File: config.mk
export PLATFORM = sky130hd
export DESIGN_NAME = yuv_to_rgb_color_converter_unit
export DESIGN_NICKNAME = d
export VERILOG_FILES = /design/src/yuv2rgb_pkg.sv /design/src/yuv_to_rgb_color_converter_unit.sv
export SDC_FILE = /design/constraint.sdc
export NUM_CORES = 2
export LEC_CHECK = 0
export BUFFER_PORTS_ARGS = -buffer_cell sky130_fd_sc_hd__buf_2
export CAP_MARGIN = 0
export CORE_ASPECT_RATIO = 0.8
export CORE_MARGIN = 4
export CORE_UTILIZATION = 28
export CTS_BUF_LIST = sky130_fd_sc_hd__clkbuf_16
export CTS_CLUSTER_SIZE = 30
export DETAILED_ROUTE_END_ITERATION = 16
export PLACE_DENSITY = 0.55
export SYNTH_ARGS = -nofsm -noshare
export SYNTH_HDL_FRONTEND = slang
export SYNTH_SLANG_ARGS = --single-unit
File: constraint.sdc
create_clock -name i_clk -period 5.88 [get_ports i_clk]
set_clock_uncertainty 0.15 [all_clocks]
set_input_delay 0.588 -clock i_clk [delete_from_list [all_inputs] [get_ports i_clk]]
set_output_delay 0.588 -clock i_clk [all_outputs]
set_load 0.05 [all_outputs]
File: src/yuv2rgb_pkg.sv
// Package for the YCbCr to RGB converter: pixel types, mode codes, coefficient helper.
`default_nettype none

package yuv2rgb_pkg;

    // Default fixed-point precision of the conversion coefficients
    localparam int COEFF_FRAC_BITS_DEF = 14;

    // Conversion mode codes (any other code behaves as BT.601 full range)
    localparam logic [1:0] MODE_BT601_FULL    = 2'd0;
    localparam logic [1:0] MODE_BT709_FULL    = 2'd1;
    localparam logic [1:0] MODE_BT709_LIMITED = 2'd2;

    // Coefficients in millionths
    localparam longint unsigned K601_RV = 64'd1402000;
    localparam longint unsigned K601_GU = 64'd344136;
    localparam longint unsigned K601_GV = 64'd714136;
    localparam longint unsigned K601_BU = 64'd1772000;
    localparam longint unsigned K709_RV = 64'd1574800;
    localparam longint unsigned K709_GU = 64'd187300;
    localparam longint unsigned K709_GV = 64'd468100;
    localparam longint unsigned K709_BU = 64'd1855600;
    localparam longint unsigned KLIM_Y  = 64'd1164400;
    localparam longint unsigned KLIM_RV = 64'd1792700;
    localparam longint unsigned KLIM_GU = 64'd213200;
    localparam longint unsigned KLIM_GV = 64'd532900;
    localparam longint unsigned KLIM_BU = 64'd2112400;

    localparam longint unsigned MILLION = 64'd1000000;
    localparam longint unsigned HALF_MILLION = 64'd500000;

    // Input transaction: one luma sample and its shared chroma pair
    typedef struct packed {
        logic [9:0] luma;
        logic [9:0] blue_diff;
        logic [9:0] red_diff;
    } t_yuv_pixel;

    // Output transaction: one RGB pixel
    typedef struct packed {
        logic [7:0] red;
        logic [7:0] green;
        logic [7:0] blue;
    } t_rgb_pixel;

    // Millionths to fixed point with frac_bits fractional bits, rounded to nearest
    function automatic longint unsigned fix_coeff(input longint unsigned k,
                                                  input int frac_bits);
        return ((k << frac_bits) + HALF_MILLION) / MILLION;
    endfunction

endpackage

`default_nettype wire

File: src/yuv_to_rgb_color_converter_unit.sv
// Top level: four-stage pipelined YCbCr to RGB converter (BT.601 / BT.709).
// o_valid follows an accepted start through the r_v1..r_v4 stage valid registers.
// Throughput: one pixel per cycle while busy is low; the four register stages (decode,
// multiply, sum, floor/saturate) each take a new pixel every clock.
// busy is high only while reset is held and drops in the cycle after release.
// Reset clears the stage valid bits and sets the mode register to BT.601 full.
// The receiver cannot stall: each result is shown for exactly one cycle.
`default_nettype none

module yuv_to_rgb_color_converter_unit
    import yuv2rgb_pkg::*;
#(
    parameter int COEFF_FRAC_BITS = COEFF_FRAC_BITS_DEF
) (
    input  wire logic       i_clk,
    input  wire logic       i_rst_n,
    input  wire logic       i_cfg_we,
    input  wire logic [1:0] i_cfg_data,
    input  wire logic       start,
    output logic            busy,
    input  wire t_yuv_pixel i_pixel,
    output logic            o_valid,
    output t_rgb_pixel      o_pixel
);

    // Widths: coefficient, offset sample, product, sum
    localparam int CW = COEFF_FRAC_BITS + 4;
    localparam int SMW = 11;
    localparam int PW = CW + SMW;
    localparam int SW = PW + 2;
    localparam int SH_FULL = COEFF_FRAC_BITS;
    localparam int SH_LIM = COEFF_FRAC_BITS + 2;

    localparam logic signed [CW-1:0] C_ONE = CW'(64'd1 << COEFF_FRAC_BITS);
    localparam logic signed [CW-1:0] C601_RV = CW'(fix_coeff(K601_RV, COEFF_FRAC_BITS));
    localparam logic signed [CW-1:0] C601_GU = CW'(fix_coeff(K601_GU, COEFF_FRAC_BITS));
    localparam logic signed [CW-1:0] C601_GV = CW'(fix_coeff(K601_GV, COEFF_FRAC_BITS));
    localparam logic signed [CW-1:0] C601_BU = CW'(fix_coeff(K601_BU, COEFF_FRAC_BITS));
    localparam logic signed [CW-1:0] C709_RV = CW'(fix_coeff(K709_RV, COEFF_FRAC_BITS));
    localparam logic signed [CW-1:0] C709_GU = CW'(fix_coeff(K709_GU, COEFF_FRAC_BITS));
    localparam logic signed [CW-1:0] C709_GV = CW'(fix_coeff(K709_GV, COEFF_FRAC_BITS));
    localparam logic signed [CW-1:0] C709_BU = CW'(fix_coeff(K709_BU, COEFF_FRAC_BITS));
    localparam logic signed [CW-1:0] CLIM_Y  = CW'(fix_coeff(KLIM_Y,  COEFF_FRAC_BITS));
    localparam logic signed [CW-1:0] CLIM_RV = CW'(fix_coeff(KLIM_RV, COEFF_FRAC_BITS));
    localparam logic signed [CW-1:0] CLIM_GU = CW'(fix_coeff(KLIM_GU, COEFF_FRAC_BITS));
    localparam logic signed [CW-1:0] CLIM_GV = CW'(fix_coeff(KLIM_GV, COEFF_FRAC_BITS));
    localparam logic signed [CW-1:0] CLIM_BU = CW'(fix_coeff(KLIM_BU, COEFF_FRAC_BITS));

    // Control registers
    logic [1:0] r_mode;
    logic       r_busy;
    logic       r_v1, r_v2, r_v3, r_v4;
    logic       r_lim1, r_lim2, r_lim3;

    // Stage 1 payload: offset-removed samples and selected coefficients
    logic signed [SMW-1:0] r_y, r_u, r_v;
    logic signed [CW-1:0]  r_cy, r_crv, r_cgu, r_cgv, r_cbu;
    logic signed [SMW-1:0] n_y, n_u, n_v;
    logic signed [CW-1:0]  n_cy, n_crv, n_cgu, n_cgv, n_cbu;
    logic                  n_lim;

    // Stage 2 payload: products
    logic signed [PW-1:0] r_py, r_prv, r_pgu, r_pgv, r_pbu;

    // Stage 3 payload: sums
    logic signed [SW-1:0] r_rs, r_gs, r_bs;

    // Stage 4: output pixel
    t_rgb_pixel r_pix;
    t_rgb_pixel n_pix;

    logic accept;
    assign accept = start && !r_busy;

    // Mode register and busy flag
    always_ff @(posedge i_clk) begin
        if (!i_rst_n) begin
            r_mode <= MODE_BT601_FULL;
            r_busy <= 1'b1;
        end else begin
            r_busy <= 1'b0;
            if (i_cfg_we) begin
                r_mode <= i_cfg_data;
            end
        end
    end

    // Valid bits travel with the data
    always_ff @(posedge i_clk) begin
        if (!i_rst_n) begin
            r_v1 <= 1'b0;
            r_v2 <= 1'b0;
            r_v3 <= 1'b0;
            r_v4 <= 1'b0;
        end else begin
            r_v1 <= accept;
            r_v2 <= r_v1;
            r_v3 <= r_v2;
            r_v4 <= r_v3;
        end
    end

    // Stage 1 decode: sample offsets and coefficient set by mode
    always_comb begin
        n_y = SMW'({3'b000, i_pixel.luma[7:0]});
        n_u = SMW'({3'b000, i_pixel.blue_diff[7:0]}) - SMW'(128);
        n_v = SMW'({3'b000, i_pixel.red_diff[7:0]}) - SMW'(128);
        n_cy = C_ONE;
        n_crv = C601_RV;
        n_cgu = C601_GU;
        n_cgv = C601_GV;
        n_cbu = C601_BU;
        n_lim = 1'b0;
        case (r_mode)
            MODE_BT709_FULL: begin
                n_crv = C709_RV;
                n_cgu = C709_GU;
                n_cgv = C709_GV;
                n_cbu = C709_BU;
            end
            MODE_BT709_LIMITED: begin
                n_y = SMW'({1'b0, i_pixel.luma}) - SMW'(64);
                n_u = SMW'({1'b0, i_pixel.blue_diff}) - SMW'(512);
                n_v = SMW'({1'b0, i_pixel.red_diff}) - SMW'(512);
                n_cy = CLIM_Y;
                n_crv = CLIM_RV;
                n_cgu = CLIM_GU;
                n_cgv = CLIM_GV;
                n_cbu = CLIM_BU;
                n_lim = 1'b1;
            end
            default: begin
                n_lim = 1'b0;
            end
        endcase
    end

    // Pipeline payload registers
    always_ff @(posedge i_clk) begin
        // stage 1
        r_y <= n_y;
        r_u <= n_u;
        r_v <= n_v;
        r_cy <= n_cy;
        r_crv <= n_crv;
        r_cgu <= n_cgu;
        r_cgv <= n_cgv;
        r_cbu <= n_cbu;
        r_lim1 <= n_lim;
        // stage 2: one multiplier per term, operands sign-extended to product width
        r_py <= PW'(r_cy) * PW'(r_y);
        r_prv <= PW'(r_crv) * PW'(r_v);
        r_pgu <= PW'(r_cgu) * PW'(r_u);
        r_pgv <= PW'(r_cgv) * PW'(r_v);
        r_pbu <= PW'(r_cbu) * PW'(r_u);
        r_lim2 <= r_lim1;
        // stage 3: sums
        r_rs <= SW'(r_py) + SW'(r_prv);
        r_gs <= SW'(r_py) - SW'(r_pgu) - SW'(r_pgv);
        r_bs <= SW'(r_py) + SW'(r_pbu);
        r_lim3 <= r_lim2;
        // stage 4
        r_pix <= n_pix;
    end

    // Floor by the fixed-point shift, then clamp to 0..255
    function automatic logic [7:0] sat_floor(input logic signed [SW-1:0] sum,
                                             input logic lim);
        logic signed [SW-1:0] q;
        q = lim ? (sum >>> SH_LIM) : (sum >>> SH_FULL);
        if (q < 0) begin
            return 8'd0;
        end else if (q > 255) begin
            return 8'd255;
        end
        return q[7:0];
    endfunction

    always_comb begin
        n_pix.red = sat_floor(r_rs, r_lim3);
        n_pix.green = sat_floor(r_gs, r_lim3);
        n_pix.blue = sat_floor(r_bs, r_lim3);
    end

    assign busy = r_busy;
    assign o_valid = r_v4;
    assign o_pixel = r_pix;

endmodule

`default_nettype wire
==> qor.log <==
qor: setup_path.reg2reg_setup_slack 190 ps
qor: finish.utilization 32.2%
qor: hold_path.hp-start i_pixel[6]
qor: setup_path.cp-startpoint r_crv[1]$_SDFF_PP1_
qor: finish.fin_nets 4,192
qor: floorplanning.rows 106
qor: global_routing.grt_first_pass_wirelength 126,000 um
qor: detailed_routing.via_count 20.5k
qor: floorplanning.core_region_area 105,000 um2
qor: setup_path.timing_worst_setup_path_type reg2reg
qor: finish.layout_common_cells sky130_fd_sc_hd__inv_1 (760), sky130_fd_sc_hd__ha_1 (492), sky130_fd_sc_hd__fa_1 (439), sky130_fd_sc_hd__dfxtp_1 (235), sky130_fd_sc_hd__a21oi_1 (142)
qor: floorplanning.die_y 300 um
qor: timing.max_slew_margin 26.6%
qor: synthesis.netlist-cell-type-count 71
qor: floorplanning.io_pins 62
qor: global_routing.groute.usage.overall 14.5%
qor: cts.clock_insertion_delay_worst_skew 560 ps
qor: timing.timing_max_transition_violations_final 0
qor: synthesis.postSynthAreaPerCell 9.74 um2
qor: placed_design.dp.final_hpwl 71,000 um
qor: synthesis.syn-cell-area 29,800 um2
qor: cts.clk_pin_slew_worst_paths 50 ps
qor: timing.tightest_slew 1090 ps
qor: synthesis.postSynthCellCount 3,065
qor: synthesis.yosys_warnings 0
qor: setup_path.critical_path.endpoint_type flop
qor: cts.postCtsSetupRepairBufs 0
qor: global_routing.grt_start_max_net_pins 27
qor: finish.growth_of_design_area_from_synthesis_to_finish 13.4%
qor: setup_path.worstReg2RegStart r_crv[1]$_SDFF_PP1_
qor: floorplanning.initial_core_util 28.4%
qor: finish.most_common_library_cell_in_the_layout_ignoring_fill_and_taps sky130_fd_sc_hd__inv_1
qor: finish.fillers 10.9k
qor: hold_path.hold_path_class in2reg
qor: timing.layout_worst_path_cycle_share 96.7%
qor: timing.holdWs 21.5 ps
qor: cts.cts_htree_levels 2
qor: detailed_routing.drtIter0Drc 1,456
qor: finish.post_route_cells_drive_above_1_share 8.44%
qor: setup_path.crit_path_start_kind flop
qor: detailed_routing.viasPerCell 4.41
qor: cts.clock-root-buffer sky130_fd_sc_hd__clkbuf_16
qor: run.cap_viol_max_count 0
qor: setup_path.regToRegEndpoint r_pbu[18]$_DFF_P_
qor: timing.final_critical_path_required_period 5690 ps
qor: setup_path.required 6170 ps
qor: cts.clock_sink_count 249
qor: placed_design.port-buffer-count 61
qor: synthesis.synth_edf_count 0
qor: hold_path.hold_path_depth 1
qor: global_routing.overflow 0
qor: global_routing.grt_antenna_before_repair 6
qor: placed_design.gp_congestion 0.916
qor: timing.max_clock_freq 0.176 GHz
qor: global_routing.first_global_vias 21.2k
qor: setup_path.crit_path_max_fanout 11
qor: floorplanning.design.die.area 112,000 um2
qor: detailed_routing.routed_wirelength 80,900 um
qor: detailed_routing.detail-route-antenna-nets 0
qor: setup_path.critical_path_data_arrival_time 5980 ps
qor: synthesis.yosys_register_bits 249
qor: cts.clk_path_buf_depth 3
qor: timing.report.final.setup_viol 0
qor: setup_path.worst_r2r_path_depth 21
qor: synthesis.ys.flop_type sky130_fd_sc_hd__dfxtp_1
qor: cts.tritoncts_buffer_count 34
qor: detailed_routing.routed_wire_length_per_instance 17.4 um
qor: detailed_routing.drtPass1Iterations 5
qor: cts.cts_tree built
qor: floorplanning.die_width 373 um
qor: synthesis.asyncSetResetFlopFracSynth 0%
qor: detailed_routing.remaining_drc_errors 0
qor: status.outcome complete, no violations
qor: timing.number_of_hold_violations_in_the_final_report 0
qor: synthesis.synth.net_count 4,034
qor: hold_path.hold-path-endpoint r_v[6]$_DFF_P_
qor: synthesis.synth.yosys.seq_area_share 16.7%
## per-stage QoR
step | setup WS, ps | cell area, um2 | TNS (ps) | std cells
after floorplan | 73.7 | 29800 | 0 | 3065
after global placement | 64.0 | 32400 | 0 | 4571
after detailed placement | 49.7 | 32400 | 0 | 4571
after CTS | 41.9 | 33700 | 0 | 4648
after global routing | -21.6 | 33800 | -43.2 | 4650
final | 191 | 33800 | 0 | 4652
## logic make-up (layout without fill, tap and decap cells)
group	after synthesis	after routing	share of synthesized area [%]
and+or+nand+nor	461	461	7.71
muxes	32	32	1.07
other	0	3	0
buffers and inverters	803	983	10.1
xor gates and xnor gates	143	143	4.20
adders and majority gates	933	933	50.2
AOI/OAI and AO/OA	444	444	9.99
DFF	249	249	16.7
## final cells by class
cell class / instances / area [um2] / share of cell area [%]
antenna: 3 / 7.51 / 0.0222
tap: 1404 / 1760 / 5.19
multi-input combinational: 2013 / 21900 / 64.8
inverter: 762 / 2860 / 8.46
sequential: 249 / 5000 / 14.8
clock buffer: 35 / 876 / 2.59
timing repair buffer: 163 / 1210 / 3.58
clock inverter: 23 / 209 / 0.617
## routing by layer
metal	global-route usage (%)	part of all wire [%]	wire length, um
met1	22.3	51	41400
met2	20.2	39	31600
met3	3.89	8.0	6470
met4	2.75	1.6	1320
met5	0	0.033	27
## cell usage after synthesis (37+ instances only)
cell / n / area share (%)
sky130_fd_sc_hd__a21o_1: 81 / 2.0
sky130_fd_sc_hd__a21oi_1: 146 / 2.4
sky130_fd_sc_hd__and2_1: 73 / 1.5
sky130_fd_sc_hd__clkbuf_1: 38 / 0.48
sky130_fd_sc_hd__dfxtp_1: 249 / 17
sky130_fd_sc_hd__fa_1: 441 / 30
sky130_fd_sc_hd__ha_1: 492 / 21
sky130_fd_sc_hd__inv_1: 762 / 9.6
sky130_fd_sc_hd__nand2_1: 136 / 1.7
sky130_fd_sc_hd__nor2_1: 91 / 1.1
sky130_fd_sc_hd__o21ai_0: 61 / 1.0
sky130_fd_sc_hd__xnor2_1: 106 / 3.1
sky130_fd_sc_hd__xor2_1: 37 / 1.1
## how the worst max path moves through the flow
stage,to,slack (ps),depth (start not counted)
finish,r_pbu[18]$_DFF_P_,190,21
global route,r_pbu[24]$_DFF_P_,-20,19
CTS,r_pgv[27]$_DFF_P_,40,18
detailed placement,r_pgv[27]$_DFF_P_,50,18
global placement,r_pgv[27]$_DFF_P_,60,18
floorplan,r_pgv[27]$_DFF_P_,70,20
## what timing repair did
item / in CTS / in global routing
resized for setup: 0 / 41
hold buffers: 19 / 0
endpoints found under the hold margin: 19 / 0
setup endpoints to repair: 0 / 24
## worst max-delay path, cell delays in order (launching register included)
cell	delay [ps]
sky130_fd_sc_hd__dfxtp_4	370
sky130_fd_sc_hd__clkbuf_16	190
sky130_fd_sc_hd__nand2_1	90
sky130_fd_sc_hd__inv_1	70
sky130_fd_sc_hd__fa_1	500
sky130_fd_sc_hd__inv_1	60
sky130_fd_sc_hd__fa_1	510
sky130_fd_sc_hd__inv_1	60
sky130_fd_sc_hd__fa_1	500
sky130_fd_sc_hd__fa_1	600
sky130_fd_sc_hd__inv_1	70
sky130_fd_sc_hd__fa_1	530
sky130_fd_sc_hd__inv_1	50
sky130_fd_sc_hd__ha_1	360
sky130_fd_sc_hd__a2111oi_1	360
sky130_fd_sc_hd__o21ai_1	170
sky130_fd_sc_hd__a211oi_2	390
sky130_fd_sc_hd__buf_4	180
sky130_fd_sc_hd__nor3_2	40
sky130_fd_sc_hd__nand3_1	110
sky130_fd_sc_hd__nand2_1	70
sky130_fd_sc_hd__xor2_1	140
## registers in the layout, indices dropped and copies added, names as in the netlist, 2 cells and up
register	flops
o_pixel	24
r_u	10
r_py	26
r_mode	2
r_pbu	27
r_crv	5
r_pgu	24
r_y	11
r_bs	16
r_rs	16
r_pgv	26
r_v	10
r_prv	26
r_gs	17
Power is not shown: default switching activity piles up to over one toggle a cycle in this logic, so the estimate is an artifact.
